$ cat src/hdl/gamepad_report_button_remapper_unit_macros.svh
// Assertion macros for the gamepad report button remapper unit.
// Uses clk and rst of the including module; compiles to nothing under SYNTHESIS.
`ifndef GAMEPAD_REPORT_BUTTON_REMAPPER_UNIT_MACROS_SVH
`define GAMEPAD_REPORT_BUTTON_REMAPPER_UNIT_MACROS_SVH

`ifndef SYNTHESIS
// Condition in the same cycle.
`define GPRBR_ASSERT_NOW(lbl, pre, post, msg) \
  lbl: assert property (@(posedge clk) disable iff (rst) (pre) |-> (post)) else $error(msg);
// Condition in the following cycle.
`define GPRBR_ASSERT_NXT(lbl, pre, post, msg) \
  lbl: assert property (@(posedge clk) disable iff (rst) (pre) |=> (post)) else $error(msg);
`else
`define GPRBR_ASSERT_NOW(lbl, pre, post, msg)
`define GPRBR_ASSERT_NXT(lbl, pre, post, msg)
`endif

`endif

$ cat src/hdl/gprbr_pkg.sv
// Shared types, codes and reset constants for the gamepad report button remapper.
// No dependencies.
package gprbr_pkg;

  localparam int NUM_PORTS_DEF = 2;
  localparam int BTN_W         = 16;
  localparam int STICK_W       = 32;
  localparam int MAP_WORDS     = 4;
  localparam int MAP_WORD_W    = 64;
  localparam int CFG_IDX_W     = 3;
  localparam int CFG_DATA_W    = 64;

  typedef logic [BTN_W-1:0]                      btn_t;
  typedef logic [STICK_W-1:0]                    stick_t;
  typedef logic [MAP_WORDS-1:0][MAP_WORD_W-1:0]  map_table_t;
  typedef logic [CFG_IDX_W-1:0]                  cfg_idx_t;
  typedef logic [1:0]                            kind_t;

  typedef struct packed {
    btn_t   held;
    btn_t   mapped;
    btn_t   mapped_new;
    stick_t raw_stick;
    stick_t mapped_stick;
  } port_state_t;

  localparam cfg_idx_t CFG_MAP_WORD_0  = 3'd0;
  localparam cfg_idx_t CFG_MAP_WORD_1  = 3'd1;
  localparam cfg_idx_t CFG_MAP_WORD_2  = 3'd2;
  localparam cfg_idx_t CFG_MAP_WORD_3  = 3'd3;
  localparam cfg_idx_t CFG_SWAP_STICKS = 3'd4;
  localparam cfg_idx_t CFG_PORT_ENABLE = 3'd5;

  localparam kind_t KIND_NONE        = 2'd0;
  localparam kind_t KIND_UNSUPPORTED = 2'd1;
  localparam kind_t KIND_DIGITAL     = 2'd2;
  localparam kind_t KIND_ANALOG      = 2'd3;

  localparam logic [7:0] STATUS_OK  = 8'h00;
  localparam logic [7:0] ID_DIGITAL = 8'h41;
  localparam logic [7:0] ID_ANALOG  = 8'h73;

  localparam stick_t STICK_CENTER_FLIP = 32'h8080_8080;

  localparam map_table_t MAP_RESET = {
    64'h8000_4000_2000_1000,
    64'h0800_0400_0200_0100,
    64'h0080_0040_0020_0010,
    64'h0008_0004_0002_0001
  };
  localparam logic [1:0] SWAP_RESET   = 2'b00;
  localparam logic [1:0] ENABLE_RESET = 2'b11;

endpackage

$ cat src/hdl/gprbr_map.sv
// Button remap: ORs together the table masks of all held buttons.
// Depends on gprbr_pkg.
module gprbr_map (
  input  gprbr_pkg::btn_t       btn,
  input  gprbr_pkg::map_table_t map_table,
  output gprbr_pkg::btn_t       mapped
);

  localparam int WordIdxW = $clog2(gprbr_pkg::MAP_WORDS);
  localparam int BitIdxW  = $clog2(gprbr_pkg::MAP_WORD_W);

  always_comb begin
    mapped = '0;
    for (int i = 0; i < gprbr_pkg::BTN_W; i++) begin
      if (btn[i]) begin
        mapped = mapped | map_table[WordIdxW'(i >> 2)]
                                   [BitIdxW'((i & 3) * gprbr_pkg::BTN_W) +: gprbr_pkg::BTN_W];
      end
    end
  end

endmodule

$ cat src/hdl/gamepad_report_button_remapper_unit.sv
// Top level of the gamepad report button remapper: input register, per-port state,
// result register and configuration registers. Depends on gprbr_pkg, gprbr_map
// and gamepad_report_button_remapper_unit_macros.svh.
//
// Usage: one controller report is a request on the s_ channel (port on s_tuser,
// status, id, button bytes and stick bytes on s_tdata). Each request yields exactly
// one result on the m_ channel (pad kind on m_tuser, button words and sticks on
// m_tdata), in request order.
// Flow: an accepted request is registered in the input register, then processed against
// the port state into the result register, from which its result is presented on m_.
// Throughput: one request per cycle while m_tready is high, including back-to-back requests
// for the same port; the port state read-modify-write is combinational and written as it fires.
// Stall: while m_tready is low the result is held, one more request is taken into
// the input register, and then s_tready drops until the result is taken.
// Reset (rst, synchronous): all port state clears to zero, the map is the
// identity map, stick swap is off and both ports are enabled.
// Configuration writes (cfg_we, cfg_index, cfg_data) take effect at the next edge
// and are meant to be issued while no request is in flight.
`include "gamepad_report_button_remapper_unit_macros.svh"

module gamepad_report_button_remapper_unit #(
  parameter int NUM_PORTS = gprbr_pkg::NUM_PORTS_DEF
) (
  input  logic                              clk,
  input  logic                              rst,
  input  logic                              s_tvalid,
  output logic                              s_tready,
  // status[7:0], id[15:8], button_bytes[31:16], stick_bytes[63:32]
  input  logic [63:0]                       s_tdata,
  // port_index[0]
  input  logic [0:0]                        s_tuser,
  output logic                              m_tvalid,
  input  logic                              m_tready,
  // raw_buttons[15:0], raw_new[31:16], mapped_buttons[47:32], mapped_new[63:48],
  // raw_sticks[95:64], mapped_sticks[127:96]
  output logic [127:0]                      m_tdata,
  // pad_kind[1:0]
  output logic [1:0]                        m_tuser,
  input  logic                              cfg_we,
  input  gprbr_pkg::cfg_idx_t               cfg_index,
  input  logic [gprbr_pkg::CFG_DATA_W-1:0]  cfg_data
);

  localparam int PortW = (NUM_PORTS > 1) ? $clog2(NUM_PORTS) : 1;

  // Configuration registers.
  gprbr_pkg::map_table_t map_table;
  logic [1:0]            swap_sticks;
  logic [1:0]            port_enable;

  // Input register.
  logic              in_valid;
  logic              in_port;
  logic [7:0]        in_status;
  logic [7:0]        in_id;
  logic [15:0]       in_buttons;
  gprbr_pkg::stick_t in_sticks;

  // Result register.
  logic              out_valid;
  gprbr_pkg::kind_t  res_kind;
  gprbr_pkg::btn_t   res_raw_buttons;
  gprbr_pkg::btn_t   res_raw_new;
  gprbr_pkg::btn_t   res_mapped;
  gprbr_pkg::btn_t   res_mapped_new;
  gprbr_pkg::stick_t res_raw_sticks;
  gprbr_pkg::stick_t res_mapped_sticks;

  // Per-port state.
  gprbr_pkg::port_state_t port_state [NUM_PORTS];

  logic                   advance;
  logic                   fire;
  logic                   sel;
  logic [PortW-1:0]       idx;
  logic                   id_ok;
  logic                   good;
  logic                   map_upd;
  gprbr_pkg::kind_t       kind_next;
  gprbr_pkg::btn_t        btn;
  gprbr_pkg::btn_t        map_result;
  gprbr_pkg::btn_t        raw_new_next;
  gprbr_pkg::stick_t      rs;
  gprbr_pkg::port_state_t state_old;
  gprbr_pkg::port_state_t state_next;

  assign advance  = !out_valid || m_tready;
  assign fire     = in_valid && advance;
  assign s_tready = !in_valid || advance;

  assign sel       = (NUM_PORTS > 1) ? in_port : 1'b0;
  assign idx       = PortW'(sel);
  assign state_old = port_state[idx];

  assign id_ok = (in_id == gprbr_pkg::ID_DIGITAL) || (in_id == gprbr_pkg::ID_ANALOG);
  assign good  = (in_status == gprbr_pkg::STATUS_OK) && id_ok;
  assign btn   = ~in_buttons;
  assign rs    = in_sticks ^ gprbr_pkg::STICK_CENTER_FLIP;
  assign map_upd = good && port_enable[sel];

  gprbr_map u_map (
    .btn       (btn),
    .map_table (map_table),
    .mapped    (map_result)
  );

  always_comb begin
    if (in_status != gprbr_pkg::STATUS_OK) begin
      kind_next = gprbr_pkg::KIND_NONE;
    end else if (!id_ok) begin
      kind_next = gprbr_pkg::KIND_UNSUPPORTED;
    end else if (in_id == gprbr_pkg::ID_DIGITAL) begin
      kind_next = gprbr_pkg::KIND_DIGITAL;
    end else begin
      kind_next = gprbr_pkg::KIND_ANALOG;
    end
  end

  always_comb begin
    state_next   = state_old;
    raw_new_next = '0;
    if (!good) begin
      state_next.held       = '0;
      state_next.mapped     = '0;
      state_next.mapped_new = '0;
    end else begin
      raw_new_next         = btn & ~state_old.held;
      state_next.held      = btn;
      state_next.raw_stick = rs;
      if (map_upd) begin
        state_next.mapped     = map_result;
        state_next.mapped_new = map_result & ~state_old.mapped;
        if (swap_sticks[sel]) begin
          state_next.mapped_stick = {rs[15:0], rs[31:16]};
        end else begin
          state_next.mapped_stick = rs;
        end
      end
    end
  end

  // Control and state registers.
  always_ff @(posedge clk) begin
    if (rst) begin
      in_valid    <= 1'b0;
      out_valid   <= 1'b0;
      map_table   <= gprbr_pkg::MAP_RESET;
      swap_sticks <= gprbr_pkg::SWAP_RESET;
      port_enable <= gprbr_pkg::ENABLE_RESET;
      port_state  <= '{default: '0};
    end else begin
      if (s_tready) begin
        in_valid <= s_tvalid;
      end
      if (advance) begin
        out_valid <= in_valid;
      end
      if (fire) begin
        port_state[idx] <= state_next;
      end
      if (cfg_we) begin
        case (cfg_index)
          gprbr_pkg::CFG_MAP_WORD_0:  map_table[0] <= cfg_data;
          gprbr_pkg::CFG_MAP_WORD_1:  map_table[1] <= cfg_data;
          gprbr_pkg::CFG_MAP_WORD_2:  map_table[2] <= cfg_data;
          gprbr_pkg::CFG_MAP_WORD_3:  map_table[3] <= cfg_data;
          gprbr_pkg::CFG_SWAP_STICKS: swap_sticks  <= cfg_data[1:0];
          gprbr_pkg::CFG_PORT_ENABLE: port_enable  <= cfg_data[1:0];
          default: ;
        endcase
      end
    end
  end

  // Payload registers.
  always_ff @(posedge clk) begin
    if (s_tready && s_tvalid) begin
      in_port    <= s_tuser[0];
      in_status  <= s_tdata[7:0];
      in_id      <= s_tdata[15:8];
      in_buttons <= s_tdata[31:16];
      in_sticks  <= s_tdata[63:32];
    end
    if (fire) begin
      res_kind          <= kind_next;
      res_raw_buttons   <= state_next.held;
      res_raw_new       <= raw_new_next;
      res_mapped        <= state_next.mapped;
      res_mapped_new    <= state_next.mapped_new;
      res_raw_sticks    <= state_next.raw_stick;
      res_mapped_sticks <= state_next.mapped_stick;
    end
  end

  assign m_tvalid = out_valid;
  assign m_tuser  = res_kind;
  assign m_tdata  = {res_mapped_sticks, res_raw_sticks, res_mapped_new, res_mapped,
                     res_raw_new, res_raw_buttons};

  `GPRBR_ASSERT_NXT(a_bad_report_clears, fire && !good,
                    (res_raw_buttons == '0) && (res_raw_new == '0) &&
                    (res_mapped == '0) && (res_mapped_new == '0),
                    "bad report did not clear button state")
  `GPRBR_ASSERT_NOW(a_raw_new_subset, m_tvalid,
                    (res_raw_new & ~res_raw_buttons) == '0,
                    "raw_new has bits outside raw_buttons")
  `GPRBR_ASSERT_NOW(a_mapped_new_subset, m_tvalid,
                    (res_mapped_new & ~res_mapped) == '0,
                    "mapped_new has bits outside mapped_buttons")
  `GPRBR_ASSERT_NOW(a_backpressure_only_full, !s_tready,
                    in_valid && out_valid && !m_tready,
                    "input stalled while a stage is free")

endmodule

$ cat config.mk
export PLATFORM = sky130hd
export DESIGN_NAME = gamepad_report_button_remapper_unit
export DESIGN_NICKNAME = d
export VERILOG_FILES = /design/src/hdl/gprbr_pkg.sv /design/src/hdl/gprbr_map.sv /design/src/hdl/gamepad_report_button_remapper_unit.sv
export VERILOG_INCLUDE_DIRS = /design/src /design/src/hdl
export SDC_FILE = /design/constraint.sdc
export NUM_CORES = 1
export LEC_CHECK = 0
export ABC_AREA = 1
export ABC_CLOCK_PERIOD_IN_PS = 8000
export BUFFER_PORTS_ARGS = -buffer_cell sky130_fd_sc_hd__buf_2
export CAP_MARGIN = 20
export CORE_ASPECT_RATIO = 0.5
export CORE_MARGIN = 2
export CORE_UTILIZATION = 40
export CTS_BUF_LIST = sky130_fd_sc_hd__clkbuf_2
export DETAILED_ROUTE_END_ITERATION = 8
export GPL_ROUTABILITY_DRIVEN = 0
export SYNTH_ARGS = -nofsm -noshare
export SYNTH_HDL_FRONTEND = slang
export SYNTH_HIERARCHICAL = 1
export SYNTH_SLANG_ARGS = --single-unit
$ cat constraint.sdc
create_clock -name clk -period 8 [get_ports clk]
set_input_delay 2 -clock clk [delete_from_list [all_inputs] [get_ports clk]]
set_output_delay 2 -clock clk [all_outputs]
set_load 0.05 [all_outputs]
==> flow_summary.ini <==
[floorplanning]
die-area_sq_mm = 0.0549
die_y_microns = 167
io_pins = 269
core_sq_mm = 0.0521
rows = 59
start_util = 0.406
die_x_microns = 329

[setup_path]
ff2ff_setup_slack_ns = 4.72
cp_common_cell = buf_2
crit_chain = buf_2, inv_1, nand3_1, buf_2
cpPeakStageDelay_ns = 0.28
cp-start-kind = input pin
worst-path-buf-inv = 3
critPathSlowestCell = buf_2
crit_fanout = 3
crit_family = buffers and inverters
cp-end-kind = primary output
crit_arrival_ns = 2.49
path_class = in2out
crit_required_ns = 6.00

[layout]
multi_input_area_sq_mm = 0.00727
layout-drive-gt1-share = 0.159
fin_cells = 3591
area_growth_syn_to_layout_pct = 12.0
regArea_sq_mm = 0.0117
nFillCells = 5325
nets = 2928

[clock_network]
post_cts_resized = 0
cts_max_level = 3
cts_tree = yes
cts_num_sinks = 489
cts_setup_buffers = 0
cts_made_buffers = 112
holdBufCountCts = 0
root_buffer = clkbuf_2
clk_pin_slew_ns = 0.11
clkLatencyLatePin_ns = 1.08
clockBufferDepth = 3

[power_and_ir_drop]
p_leak_nw = 11.3
powerDensity_mw_per_mm2 = 207
ir_worst_vdd_uv = 77.0

[timing]
clock_skew_ns = 0.0738
setup_violations = 0
finalCritPeriodShare = 0.561
slew_violations = 0
relSlewSlack = 0.259
fmaxAchievable_mhz = 223
hold_viol = 0
setup_tns_ns = 0
grt_setup_unrepaired = false
tightest_slew_ns = 1.11
min_period_ns = 4.49

[detailed_routing]
routedWlPerCell_microns = 15.6
ant_nets = 0
drt_iter0_markers = 1513
vias = 17500
viasPerCell = 4.86
drc_errors = 0
drt-total-wl_mm = 56.1
first_pass_iters = 5

[logic_synthesis]
synth_nets = 2736
synthesis.area_sq_mm = 0.0212
synthCells = 2599
yosysWarnings = 6
avgSynthCellArea_sq_um = 8.15

[grt]
grt_pass1_wl_mm = 86.7
grt_max_degree = 212
antenna_found_initial = 2
grt_pass1_vias = 15800
grt_overflow = 0
gr-usage-all-layers = 0.200

[run]
max-cap-violations = 0

[placed_design]
portBuffers = 236
dp.cells = 3378
hpwl_mm = 32.9

[worst_hold_path]
worst_hold_path_type = reg2reg

[run_status]
outcome = completed
layer usage:
layer  up-vias  wire [microns]  track usage
li1       8841               -            -
met1      8050           25000        0.269
met2       468           26400        0.323
met3        95            3270       0.0404
met4         2            1430       0.0674
met5         -              13            0
layout by cell type (no fill, tap or decap), types with 3 or more instances in the layout:
master    count
nand2_1     591
inv_1       367
o21ai_0     298
dfxtp_1     294
buf_2       235
edfxtp_1    195
nor2_1      178
clkbuf_2    174
nand3_1     167
a21oi_1     130
o21a_1       64
nand4_1      43
o21bai_1     32
clkinv_1     29
o21ai_1      21
nand3b_1     16
buf_4        16
inv_2         8
nor2_4        6
nand4_2       6
clkinv_2      4
and2_1        3
buf_12        3
worst min-delay path: stages (launching register included):
cell and delay (ns):
dfxtp_1 0.34, nand2_1 0.05, nand3_1 0.05
where the power goes:
part	internal, mW	switching (mW)
sequential	2.71	0.0451
clock	0.613	1.02
combinational	0.140	0.377
total	3.47	1.44
final cells by class:
type	instances	share of cell area
timing repair buffer	254	0.0572
tap	701	0.0370
antenna	1	0.000106
clock buffer	174	0.0367
sequential	489	0.495
multi-input combinational	1559	0.307
inverter	375	0.0597
clock inverter	38	0.00770
sequential cells by signal (all words and copies together), names as in the netlist, 32 cells and up:
register,count
res_mapped_sticks,32
port_state,224
res_raw_sticks,32
map_table,64
in_sticks,32
stage by stage:
step | total power, mW | util | setup WS [ns] | cell area (sq um) | hold WS, ns
6_report | 4.91 | 0.455 | 3.51 | 23700 | 0.466
5_1_grt | 5.18 | 0.455 | 3.46 | 23700 | 0.492
4_1_cts | 4.98 | 0.455 | 3.51 | 23700 | 0.467
3_5_place_dp | 3.34 | 0.435 | 3.35 | 22700 | 0.440
3_3_place_gp | 3.33 | 0.435 | 3.41 | 22700 | 0.436
2_1_floorplan | 3.18 | - | 2.79 | 21200 | 0.421
path summary, 6_finish.rpt:
check | start | endpoint | cells after the start
setup / recovery | m_tready | s_tready | 4
hold / removal | port_enable[1]$_SDFFE_PP1P_ | port_enable[1]$_SDFFE_PP1P_ | 2
hold reg to reg | port_enable[1]$_SDFFE_PP1P_ | port_enable[1]$_SDFFE_PP1P_ | 2
setup reg to reg | in_status[7]$_DFFE_PP_ | res_mapped_sticks[15]$_DFFE_PP_ | 10
Power figures use the tool's default switching activity.
